## src/rtl/core/base64_stream_decoder_unit_macros.svh

```systemverilog
// Assertion macros for the Base64 stream decoder.
// Both macros sample on the rising edge of clock and are disabled in reset.
`ifndef BASE64_STREAM_DECODER_UNIT_MACROS_SVH
`define BASE64_STREAM_DECODER_UNIT_MACROS_SVH

`ifndef NO_ASSERTIONS

// Same-cycle implication
`define B64_ASSERT_IMP(lbl, ante, cons) \
   lbl: assert property (@(posedge clock) disable iff (reset) (ante) |-> (cons)) \
      else $error("b64dec assertion failed");

// Next-cycle implication
`define B64_ASSERT_NEXT(lbl, ante, cons) \
   lbl: assert property (@(posedge clock) disable iff (reset) (ante) |=> (cons)) \
      else $error("b64dec assertion failed");

`else

`define B64_ASSERT_IMP(lbl, ante, cons)
`define B64_ASSERT_NEXT(lbl, ante, cons)

`endif

`endif

```

## src/rtl/core/b64dec_pkg.sv

```systemverilog
package b64dec_pkg;

   localparam int BYTE_W  = 8;
   localparam int SYM_W   = 6;
   localparam int ACCUM_W = 18;
   localparam int MAX_RES = 3;

   // decoder phase: symbols held, pad seen, padding complete, error
   typedef enum logic [2:0] {
      PH_SYM0  = 3'd0,
      PH_SYM1  = 3'd1,
      PH_SYM2  = 3'd2,
      PH_SYM3  = 3'd3,
      PH_PAD1  = 3'd4,
      PH_DONE  = 3'd5,
      PH_ERROR = 3'd6
   } phase_type;

   typedef enum logic [1:0] {
      SYM_DATA = 2'd0,
      SYM_PAD  = 2'd1,
      SYM_SKIP = 2'd2
   } sym_kind_type;

   typedef struct packed {
      sym_kind_type       kind;
      logic [SYM_W-1:0]   value;
   } sym_type;

   // one group of results handed from the decoder to the output stage
   typedef struct packed {
      logic [MAX_RES-1:0][BYTE_W-1:0] bytes;       // bytes[0] goes out first
      logic [1:0]                     byte_count;  // decoded bytes, 0..3
      logic [1:0]                     last_idx;    // index of the final result
      logic                           bad;
      logic                           done;
   } group_type;

   // character codes
   localparam logic [7:0] CH_UPPER_A = 8'h41;
   localparam logic [7:0] CH_UPPER_Z = 8'h5A;
   localparam logic [7:0] CH_LOWER_A = 8'h61;
   localparam logic [7:0] CH_LOWER_Z = 8'h7A;
   localparam logic [7:0] CH_ZERO    = 8'h30;
   localparam logic [7:0] CH_NINE    = 8'h39;
   localparam logic [7:0] CH_EQUAL   = 8'h3D;
   localparam logic [7:0] CH_PLUS    = 8'h2B;
   localparam logic [7:0] CH_SLASH   = 8'h2F;
   localparam logic [7:0] CH_MINUS   = 8'h2D;
   localparam logic [7:0] CH_UNDER   = 8'h5F;

   localparam logic [7:0]       LOWER_OFS = 8'd26;
   localparam logic [7:0]       DIGIT_OFS = 8'd52;
   localparam logic [SYM_W-1:0] SYM_62    = 6'd62;
   localparam logic [SYM_W-1:0] SYM_63    = 6'd63;

   // alphabet lookup
   function automatic sym_type sym_lookup(input logic [7:0] c, input logic url_alphabet);
      sym_type s;
      s.kind  = SYM_SKIP;
      s.value = '0;
      if (c >= CH_UPPER_A && c <= CH_UPPER_Z) begin
         s.kind  = SYM_DATA;
         s.value = SYM_W'(c - CH_UPPER_A);
      end else if (c >= CH_LOWER_A && c <= CH_LOWER_Z) begin
         s.kind  = SYM_DATA;
         s.value = SYM_W'(c - CH_LOWER_A + LOWER_OFS);
      end else if (c >= CH_ZERO && c <= CH_NINE) begin
         s.kind  = SYM_DATA;
         s.value = SYM_W'(c - CH_ZERO + DIGIT_OFS);
      end else if (c == CH_EQUAL) begin
         s.kind  = SYM_PAD;
      end else if (url_alphabet) begin
         if (c == CH_MINUS) begin
            s.kind  = SYM_DATA;
            s.value = SYM_62;
         end else if (c == CH_UNDER) begin
            s.kind  = SYM_DATA;
            s.value = SYM_63;
         end
      end else begin
         if (c == CH_PLUS) begin
            s.kind  = SYM_DATA;
            s.value = SYM_62;
         end else if (c == CH_SLASH) begin
            s.kind  = SYM_DATA;
            s.value = SYM_63;
         end
      end
      return s;
   endfunction

endpackage

```

## src/rtl/core/b64dec_decode.sv

```systemverilog
module b64dec_decode (
   input  logic                  clock,
   input  logic                  reset,
   input  logic                  url_alphabet,
   input  logic                  in_valid,
   output logic                  in_ready,
   input  logic                  in_char_valid,
   input  logic [7:0]            in_char,
   input  logic                  in_eom,
   output logic                  grp_valid,
   input  logic                  grp_ready,
   output b64dec_pkg::group_type grp
);
   import b64dec_pkg::*;

   logic                 hold_valid_ff, hold_valid_in;
   logic                 char_valid_ff;
   logic [7:0]           char_ff;
   logic                 eom_ff;
   phase_type            phase_ff, phase_in;
   logic [ACCUM_W-1:0]   accum_ff, accum_in;

   sym_type              sym;
   phase_type            ph_mid, ph_end;
   logic [ACCUM_W-1:0]   acc_mid;
   logic [SYM_W*4-1:0]   full_group;
   logic [1:0]           nbytes;
   logic                 has_result;
   logic                 advance;

   assign sym        = sym_lookup(char_ff, url_alphabet);
   assign full_group = {accum_ff, sym.value};

   // character step, then end-of-message check and flush
   always_comb begin
      ph_mid    = phase_ff;
      acc_mid   = accum_ff;
      grp.bytes = '0;
      nbytes    = 2'd0;
      if (char_valid_ff && sym.kind != SYM_SKIP) begin
         case (phase_ff)
            PH_SYM0: begin
               if (sym.kind == SYM_DATA) begin
                  acc_mid = {accum_ff[ACCUM_W-SYM_W-1:0], sym.value};
                  ph_mid  = PH_SYM1;
               end else begin
                  ph_mid  = PH_ERROR;
               end
            end
            PH_SYM1: begin
               if (sym.kind == SYM_DATA) begin
                  acc_mid = {accum_ff[ACCUM_W-SYM_W-1:0], sym.value};
                  ph_mid  = PH_SYM2;
               end else begin
                  ph_mid  = PH_ERROR;
               end
            end
            PH_SYM2: begin
               if (sym.kind == SYM_DATA) begin
                  acc_mid = {accum_ff[ACCUM_W-SYM_W-1:0], sym.value};
                  ph_mid  = PH_SYM3;
               end else begin
                  grp.bytes[0] = accum_ff[11:4];
                  nbytes       = 2'd1;
                  ph_mid       = PH_PAD1;
               end
            end
            PH_SYM3: begin
               if (sym.kind == SYM_DATA) begin
                  grp.bytes[0] = full_group[23:16];
                  grp.bytes[1] = full_group[15:8];
                  grp.bytes[2] = full_group[7:0];
                  nbytes       = 2'd3;
                  acc_mid      = '0;
                  ph_mid       = PH_SYM0;
               end else begin
                  grp.bytes[0] = accum_ff[17:10];
                  grp.bytes[1] = accum_ff[9:2];
                  nbytes       = 2'd2;
                  ph_mid       = PH_DONE;
               end
            end
            PH_PAD1: begin
               ph_mid = (sym.kind == SYM_PAD) ? PH_DONE : PH_ERROR;
            end
            PH_DONE: begin
               ph_mid = PH_ERROR;
            end
            default: begin
               ph_mid = phase_ff;
            end
         endcase
      end

      // end check: a partial group with no pending bytes flushes here
      ph_end = ph_mid;
      if (eom_ff) begin
         case (ph_mid)
            PH_SYM1, PH_PAD1: begin
               ph_end = PH_ERROR;
            end
            PH_SYM2: begin
               grp.bytes[0] = acc_mid[11:4];
               nbytes       = 2'd1;
            end
            PH_SYM3: begin
               grp.bytes[0] = acc_mid[17:10];
               grp.bytes[1] = acc_mid[9:2];
               nbytes       = 2'd2;
            end
            default: begin
               ph_end = ph_mid;
            end
         endcase
      end

      grp.byte_count = nbytes;
      grp.last_idx   = (nbytes == 2'd0) ? 2'd0 : nbytes - 2'd1;
      grp.bad        = (ph_end >= PH_ERROR);
      grp.done       = eom_ff;
   end

   // hand-off and hold-register control
   assign has_result = (nbytes != 2'd0) || eom_ff;
   assign grp_valid  = hold_valid_ff && has_result;
   assign advance    = hold_valid_ff && (!has_result || grp_ready);
   assign in_ready   = !hold_valid_ff || advance;

   always_comb begin
      hold_valid_in = hold_valid_ff;
      if (in_valid && in_ready) begin
         hold_valid_in = 1'b1;
      end else if (advance) begin
         hold_valid_in = 1'b0;
      end
      phase_in = phase_ff;
      accum_in = accum_ff;
      if (advance) begin
         phase_in = eom_ff ? PH_SYM0 : ph_end;
         accum_in = eom_ff ? '0 : acc_mid;
      end
   end

   always_ff @(posedge clock) begin
      if (reset) begin
         hold_valid_ff <= 1'b0;
         phase_ff      <= PH_SYM0;
         accum_ff      <= '0;
      end else begin
         hold_valid_ff <= hold_valid_in;
         phase_ff      <= phase_in;
         accum_ff      <= accum_in;
      end
   end

   // input payload register
   always_ff @(posedge clock) begin
      if (in_valid && in_ready) begin
         char_valid_ff <= in_char_valid;
         char_ff       <= in_char;
         eom_ff        <= in_eom;
      end
   end

endmodule

```

## src/rtl/core/b64dec_serial.sv

```systemverilog
module b64dec_serial (
   input  logic                  clock,
   input  logic                  reset,
   input  logic                  grp_valid,
   output logic                  grp_ready,
   input  b64dec_pkg::group_type grp,
   output logic                  rsp_tvalid,
   input  logic                  rsp_tready,
   output logic [7:0]            rsp_tdata,
   output logic [2:0]            rsp_tuser,
   output logic                  rsp_tlast
);
   import b64dec_pkg::*;

   logic       valid_ff, valid_in;
   logic [1:0] idx_ff, idx_in;
   group_type  grp_ff;
   logic       is_last;
   logic       take;
   logic       data_vld;

   assign is_last   = (idx_ff == grp_ff.last_idx);
   assign take      = valid_ff && rsp_tready;
   assign grp_ready = !valid_ff || (take && is_last);

   // group register and result index
   always_comb begin
      valid_in = valid_ff;
      idx_in   = idx_ff;
      if (grp_valid && grp_ready) begin
         valid_in = 1'b1;
         idx_in   = 2'd0;
      end else if (take) begin
         if (is_last) begin
            valid_in = 1'b0;
         end
         idx_in = idx_ff + 2'd1;
      end
   end

   always_ff @(posedge clock) begin
      if (reset) begin
         valid_ff <= 1'b0;
         idx_ff   <= 2'd0;
      end else begin
         valid_ff <= valid_in;
         idx_ff   <= idx_in;
      end
   end

   always_ff @(posedge clock) begin
      if (grp_valid && grp_ready) begin
         grp_ff <= grp;
      end
   end

   // result fields; a status-only result carries a zero byte
   assign data_vld   = (idx_ff < grp_ff.byte_count);
   assign rsp_tvalid = valid_ff;
   assign rsp_tdata  = data_vld ? grp_ff.bytes[idx_ff] : '0;
   assign rsp_tuser  = {grp_ff.done, grp_ff.bad, data_vld};
   assign rsp_tlast  = is_last;

endmodule

```

## src/rtl/core/base64_stream_decoder_unit.sv

```systemverilog
// Channel   Dir  tdata           tuser                                    tlast
// req_      in   char_in [7:0]   char_valid                               end_of_message
// rsp_      out  data_byte [7:0] data_valid, bad_input, message_done      last_of_run
// csr_      in   url_alphabet    -                                        -
//
// An item is held in the hold register and decodes on the way to the result register.
// Items that give no result go through at one per cycle; an item with results holds the input
// until the result register takes its group; results leave one per cycle while rsp_tready
// is high. Synchronous active-high reset clears the decoder phase, the accumulator and both
// valid flags; there is no clearing pass. A stall on rsp_tready backs up into req_tready.
`include "base64_stream_decoder_unit_macros.svh"

module base64_stream_decoder_unit (
   input  logic       clock,
   input  logic       reset,
   input  logic       req_tvalid,
   output logic       req_tready,
   input  logic [7:0] req_tdata,   // [7:0] char_in
   input  logic       req_tuser,   // [0] char_valid
   input  logic       req_tlast,
   output logic       rsp_tvalid,
   input  logic       rsp_tready,
   output logic [7:0] rsp_tdata,   // [7:0] data_byte
   output logic [2:0] rsp_tuser,   // [0] data_valid, [1] bad_input, [2] message_done
   output logic       rsp_tlast,
   input  logic       csr_wr_en,
   input  logic       csr_wr_data
);
   import b64dec_pkg::*;

   logic      url_alphabet_ff, url_alphabet_in;
   logic      grp_valid;
   logic      grp_ready;
   group_type grp;

   // alphabet select register
   assign url_alphabet_in = csr_wr_en ? csr_wr_data : url_alphabet_ff;

   always_ff @(posedge clock) begin
      if (reset) begin
         url_alphabet_ff <= 1'b0;
      end else begin
         url_alphabet_ff <= url_alphabet_in;
      end
   end

   b64dec_decode u_decode (
      .clock         (clock),
      .reset         (reset),
      .url_alphabet  (url_alphabet_ff),
      .in_valid      (req_tvalid),
      .in_ready      (req_tready),
      .in_char_valid (req_tuser),
      .in_char       (req_tdata),
      .in_eom        (req_tlast),
      .grp_valid     (grp_valid),
      .grp_ready     (grp_ready),
      .grp           (grp)
   );

   b64dec_serial u_serial (
      .clock      (clock),
      .reset      (reset),
      .grp_valid  (grp_valid),
      .grp_ready  (grp_ready),
      .grp        (grp),
      .rsp_tvalid (rsp_tvalid),
      .rsp_tready (rsp_tready),
      .rsp_tdata  (rsp_tdata),
      .rsp_tuser  (rsp_tuser),
      .rsp_tlast  (rsp_tlast)
   );

   // a result without a byte is only the closing status of a message
   `B64_ASSERT_IMP(a_status_only_closes, rsp_tvalid && !rsp_tuser[0], rsp_tuser[2] && rsp_tlast)
   // a status result carries a zero byte
   `B64_ASSERT_IMP(a_status_zero_byte, rsp_tvalid && !rsp_tuser[0], rsp_tdata == 8'h00)
   // results of one item follow each other without a gap
   `B64_ASSERT_NEXT(a_group_no_gap, rsp_tvalid && rsp_tready && !rsp_tlast, rsp_tvalid)

endmodule

```

## config.mk

```make
export PLATFORM = sky130hd
export DESIGN_NAME = base64_stream_decoder_unit
export DESIGN_NICKNAME = d
export VERILOG_FILES = /design/src/rtl/core/b64dec_pkg.sv /design/src/rtl/core/b64dec_decode.sv /design/src/rtl/core/b64dec_serial.sv /design/src/rtl/core/base64_stream_decoder_unit.sv
export VERILOG_INCLUDE_DIRS = /design/src /design/src/rtl/core
export SDC_FILE = /design/constraint.sdc
export NUM_CORES = 1
export LEC_CHECK = 0
export ABC_AREA = 1
export BUFFER_PORTS_ARGS = -buffer_cell sky130_fd_sc_hd__buf_4
export CAP_MARGIN = 20
export CORE_ASPECT_RATIO = 2
export CORE_MARGIN = 8
export CORE_UTILIZATION = 45
export CTS_CLUSTER_DIAMETER = 40
export DETAILED_ROUTE_END_ITERATION = 10
export GPL_TIMING_DRIVEN = 0
export HOLD_SLACK_MARGIN = 0.03
export SLEW_MARGIN = 20
export SYNTH_ARGS = -nofsm -noshare
export SYNTH_HDL_FRONTEND = slang
export SYNTH_HIERARCHICAL = 1
export SYNTH_SLANG_ARGS = --single-unit
```

## constraint.sdc

```tcl
create_clock -name clock -period 4 [get_ports clock]
set_input_delay 0.4 -clock clock [delete_from_list [all_inputs] [get_ports clock]]
set_output_delay 0.4 -clock clock [all_outputs]
set_load 0.01 [all_outputs]
```

; Yosys cells after proc, flatten, opt, wreduce, memory -nomap -nowiden
; Cells that the tools add are included.
[totals]
regBits = 66
inputBits = 16
output_inout_bits = 14
word_cells = 130
[classes]
n_addsub = 7
n_lt_le_gt_ge = 9
n_eq_ne = 19
muxes = 46
n_reduce_logical = 32
[ops]
columns = cell, count
row1 = $mux W8, 13
row2 = $mux W18, 4
row3 = $pmux W18 S2, 1
row4 = $eq A8 B6 Y1 const B, 4
row5 = $mux W16, 2
row6 = $pmux W8 S2, 2
row7 = $mux W3, 8
row8 = $pmux W3 S6, 1
row9 = $bmux W8 S2, 1
row10 = $ge A8 B7 Y1 const B, 2
row11 = $le A8 B7 Y1 const B, 2
row12 = $eq A3 B2 Y1 const B, 4
row13 = $sub A6 B6 Y6 const B, 2
row14 = $logic_and A1 B1 Y1, 10
row15 = $reduce_bool A2 Y1, 5
row16 = $eq A3 B3 Y1 const B, 3
row17 = $eq A8 B7 Y1 const B, 1
row18 = $ge A8 B6 Y1 const B, 1
row19 = $le A8 B6 Y1 const B, 1
row20 = $mux W2, 4
row21 = $pmux W2 S2, 2
row22 = $mux W1, 7
row23 = $add A6 B5 Y6 const B, 1
row24 = $add A6 B6 Y6 const B, 1
row25 = 22 further kinds, 31

; Logic depth before layout (Yosys ltp)
[depth]
ltp_word = 23
mapped_depth = 23
ltp_nobuf = 22

; Modules after synthesis
; Netlist, hierarchy kept.
[by_module_without_submodules]
columns = module, instances, cells_per_inst, area_each_um2, seq_area_each_um2
row1 = b64dec_decode, 1, 445, 2803.9, 740.7
row2 = b64dec_serial, 1, 107, 1336.3, 960.9
row3 = base64_stream_decoder_unit, 1, 7, 45.0, 20.0

; Least setup slack after synthesis
; OpenSTA, ideal clock, no wires.
[synth_path]
path_type = register to register
startpoint = register u_decode.char_ff[2]
endpoint = register u_serial/grp_ff[10] (netlist bit), enable pin
setup_ps = 385
arrival_time_ps = 2964
t_required_ps = 3615
setup_slack_ps = 651
path_stages_with_launch = 19
path_buffers = 0
period_less_slack_ps = 3349
cell_sequence = edfxtp_1 inv_2 ha_1 a21oi_1 a21oi_1 inv_1 nand2_1 nand2_4 nor2_4 nor2_2 nor2_1 nor2_1 nor2_2 nand4_1 nand3_2 nand2_1 inv_1 nand2_2 inv_1
[synth_via]
elab_chain_len = 19
elab_cells_between_ends = 46
cone_classes = 6 x order compare / 9 x eq/ne / 22 x mux / 9 x reduce/logical
[synth_lines]
columns = item, line
row1 = "start, declared", b64dec_decode.sv:18  ; logic [7:0] char_ff;
row2 = "start signal, assigned", b64dec_decode.sv:160  ; char_ff <= in_char;
row3 = $eq A8 B6 Y1 or $eq A8 B7 Y1 (tied branches), "b64dec_pkg.sv:85, b64dec_pkg.sv:77"
row4 = "$mux W8, on equally long branches", "b64dec_pkg.sv:85, b64dec_pkg.sv:77"
row5 = "$mux W8, on equally long branches", "b64dec_pkg.sv:82, b64dec_pkg.sv:74"
row6 = $mux W8, b64dec_pkg.sv:73  ; end else if (url_alphabet) begin
row7 = $mux W2, b64dec_pkg.sv:71  ; end else if (c == CH_EQUAL) begin
row8 = $mux W8, b64dec_pkg.sv:68  ; end else if (c >= CH_ZERO && c <= CH_NINE) begin
row9 = $mux W8, b64dec_pkg.sv:65  ; end else if (c >= CH_LOWER_A && c <= CH_LOWER_Z) begin
row10 = $mux W8 *, b64dec_pkg.sv:62  ; if (c >= CH_UPPER_A && c <= CH_UPPER_Z) begin
row11 = (+4 left out), n/a
row12 = $eq A3 B2 Y1, b64dec_decode.sv:98  ; case (ph_mid)
row13 = $pmux W2 S2, b64dec_decode.sv:98
row14 = $mux W2 *, b64dec_decode.sv:97  ; if (eom_ff) begin
row15 = $reduce_bool A2 Y1 *, b64dec_decode.sv:124  ; assign has_result = (nbytes != 2'd0) || eom_ff;
row16 = $logic_or A1 B1 Y1 *, b64dec_decode.sv:124
row17 = $logic_and A1 B1 Y1 *, b64dec_decode.sv:125  ; assign grp_valid = hold_valid_ff && has_result;
row18 = via grp_valid, base64_stream_decoder_unit.sv:32  ; logic grp_valid;
row19 = $logic_and A1 B1 Y1 *, b64dec_serial.sv:52  ; if (grp_valid && grp_ready) begin
row20 = "end signal, assigned", b64dec_serial.sv:53  ; grp_ff <= grp;
row21 = "end, declared", b64dec_serial.sv:17  ; group_type grp_ff;
; The timed path passes the listed nets; every way through them passes the cells marked *.
; A chain may end at the register's enable or synchronous reset.

; Worst setup path in the final report
[layout_path]
startpoint = register u_decode.char_ff[1]
endpoint = output port req_tready
[layout_via]
elab_chain_len = 21
elab_cells_between_ends = 48
cone_classes = 6 x order compare / 9 x eq/ne / 22 x mux / 11 x reduce/logical
[layout_lines]
columns = item, line
row1 = $eq A8 B6 Y1 or $eq A8 B7 Y1 (tied branches), "b64dec_pkg.sv:85, b64dec_pkg.sv:77"
row2 = "$mux W8, on equally long branches", "b64dec_pkg.sv:85, b64dec_pkg.sv:77"
row3 = "$mux W8, on equally long branches", "b64dec_pkg.sv:82, b64dec_pkg.sv:74"
row4 = $mux W8, b64dec_pkg.sv:73
row5 = $mux W2, b64dec_pkg.sv:71
row6 = $mux W8, b64dec_pkg.sv:68
row7 = $mux W8, b64dec_pkg.sv:65
row8 = $mux W8 *, b64dec_pkg.sv:62
row9 = (+5 left out), n/a
row10 = $pmux W2 S2, b64dec_decode.sv:98
row11 = $mux W2 *, b64dec_decode.sv:97
row12 = $reduce_bool A2 Y1 *, b64dec_decode.sv:124
row13 = $logic_or A1 B1 Y1 *, b64dec_decode.sv:124
row14 = $logic_not A1 Y1 *, b64dec_decode.sv:126  ; assign advance = hold_valid_ff && (!has_result || grp_ready);
row15 = $logic_or A1 B1 Y1 *, b64dec_decode.sv:126
row16 = $logic_and A1 B1 Y1 *, b64dec_decode.sv:126
row17 = $logic_or A1 B1 Y1 *, b64dec_decode.sv:127  ; assign in_ready = !hold_valid_ff || advance;
row18 = "end, declared", base64_stream_decoder_unit.sv:17  ; output logic req_tready,
; Mark *: on every way between the ends. The rest lies on a longest branch, timed or not.

==> impl_metrics.toml <==
[critical_path]
arrival_ps = 3300
cp_max_fo = 7
crit_type = "reg -> out"
cp.buffers_inverters = 5
critPathCaptureType = "output pin"
slowest_delay_ps = 520
path_cells = "inv_1, ha_1, inv_1, a21oi_1, a21oi_1, inv_1, nand2_1, nand2_4, nor2_4, nor2_2, nor2_1, nor2_1, nor2_2, nand4_1, nand3_2, nand2_1, inv_1, nand2_1, buf_4"
startpoint_type = "register"
crit_path_top_delay_cell = "edfxtp_1"
critPathTopFamily = "simple AND/OR/NAND/NOR gates"
cpMostUsedCell = "inv_1"
crit_required_ps = 3600

[floorplan]
die_h_um = 152
dieArea_um2 = 12800
rows = 50
fp.coreArea_um2 = 9200
io_pins = 30
die_x_um = 84.2
start_util = 0.455

[synth]
syn-num-nets = 585
synthTopCellsByArea = "edfxtp_1 29%, dfxtp_1 12%, nand2_1 11%"
ys_async_sr_fraction = 0
synth_area_um2 = 4190
ys.flop_type = "edfxtp_1"
ys_seq_area_frac = 0.411
synthTopCellsByCount = "125 x nand2_1, 65 x inv_1, 64 x nor2_1"
syn_inst = 559
synth_top_area_cell = "edfxtp_1"
ys_ff_latch = 66
synth-edff-count = 40
ys_warn_count = 6
synth.distinct_cells = 41
yosysMostFrequentCell = "nand2_1"
synth_top_cell_area_share = 0.287
avgSynthCellArea_um2 = 7.49

[layout]
antenna_cells = 0
syn_to_final_growth_pct = 16.2
finalNonFillerCells = 711
n_fill_cell = 909
finalNetCount = 628
drive_above_1_share = 0.170

[timing]
fin_crit_ps = 3700
fmax_ghz = 0.270
max_slew_margin = 0.521
min_period_over_period = 0.925
worst_slew_pin_slew_ps = 711
setup_viol = 0
setup_tns_ps = 0
clock_skew_ps = 4.72
slew_violations = 0
hold_violations = 0
rsz0062_at_grt = "false"

[route]
dr.pass1.iters = 5
via_per_inst = 5.34
ant_nets = 0
drc = 0
num_vias = 3795
dr.first_iter.drc_count = 279
routed_wl_mm = 11.1
wl_per_cell_um = 15.5

[cts]
cts_root_buf = "clkbuf_16"
clock_sinks = 66
cts_tree = "done"
clkTransAtPathRegs_ps = 50
cts_made_buffers = 9
clockBufferDepth = 2
clk_latency_ps = 330
cts_hold_buf = 0
htreeDepth = 3

[grt]
grt_pass1_wl_mm = 18.1
grt_overflow = 0
grt_pass1_vias = 3580
gr-usage-all-layers = 0.175
antenna_found_initial = 0
grt_max_degree = 31

[placed_design]
gp_congestion = 0.869
port_buffers = 29
dpl.cell_count = 692
dp_hpwl_mm = 8.07

[power_and_ir_drop]
p_leak_uw = 0.00203
p_per_area_nw_per_um2 = 390
peakVddDrop_uv = 234

[status]
status = "finished, final reports clean"

[hold_path]
hp-class = "in -> reg"

[job]
maxCapViolations = 0
[per-layer routing]
layer | GRT usage | up-vias | part of all wire
met5 | 0 | - | 0
met4 | 0.0895 | 0 | 0.029
met3 | 0.0343 | 21 | 0.053
met2 | 0.277 | 122 | 0.47
met1 | 0.218 | 1713 | 0.45
li1 | - | 1939 | -
[kinds of logic after synthesis]
kind of cell             count (synthesis)  synth area share
AO/OA/AOI/OAI                          112             0.156
XOR/XNOR                                 9            0.0188
adder cells (fa/ha/maj)                 10            0.0299
buffers and inverters                  101             0.106
flip-flops                              66             0.411
AND/OR/NAND/NOR                        261             0.278
[final timing paths]
check        slack (ps)  cells past startpoint                   from               endpoint
max                 300                     19    u_decode/char_ff[1]             req_tready
min                 240                      1           req_tdata[6]    u_decode/char_ff[6]
max reg2reg         450                     21    u_decode/char_ff[1]    u_decode/char_ff[0]
min reg2reg         490                      2  u_decode/accum_ff[13]  u_decode/accum_ff[13]
[placed cells by master (no fill, tap or decap), drive strengths merged, types with 7 or more instances in the layout]
cell	instances
ha	10
inv	75
buf	48
o21ai	31
dfxtp	26
nand3	38
clkbuf	18
xor2	7
nor2	75
o22ai	25
nand2	133
edfxtp	40
a21oi	40
o211ai	9
[sequential cells by signal (all words and copies together), names as in the netlist]
name	count
u_decode/accum_ff	18
u_decode/char_ff	8
u_decode/char_valid_ff	1
u_decode/phase_ff	3
u_serial/rsp_tvalid	1
u_serial/rsp_tuser	2
u_decode/hold_valid_ff	1
url_alphabet_ff	1
u_serial/idx_ff	2
u_decode/eom_ff	1
u_serial/grp_ff	28
[metrics by stage]
stage	setup slack, ps	hold slack (ps)	instance area (um^2)	util	power (uW)
finish	300	241	4860	0.529	1900
global placement	-144	464	4530	0.493	1120
floorplan	651	442	4190	-	1020
detailed placement	-157	479	4530	0.493	1120
CTS	98.2	229	4830	0.526	1910
global route	29.7	232	4860	0.529	1980
[timing repair]
action                                  CTS  global route
buffers inserted                          0             2
pin swaps                                 0             1
resized for setup                         1             3
cloned                                    0             1
endpoints found under the setup margin   30            41
[area by class of cell]
| type | count | area, um^2 | area share |
|---|---|---|---|
| clock buffers | 11 | 243 | 0.0499 |
| inverters | 77 | 295 | 0.0607 |
| repair buffers | 31 | 233 | 0.0478 |
| clock inverters | 5 | 55.1 | 0.0113 |
| plain buffers | 24 | 153 | 0.0314 |
| flip-flops and latches | 66 | 1720 | 0.354 |
| repair inverters | 1 | 7.51 | 0.00154 |
| well taps | 104 | 130 | 0.0267 |
| multi-input cells | 392 | 2030 | 0.417 |
[power by group]
group	switching [uW]	internal (uW)
sequential	21.7	758
clock	287	497
combinational	218	115
total	527	1370
(Power assumes the default switching activity.)
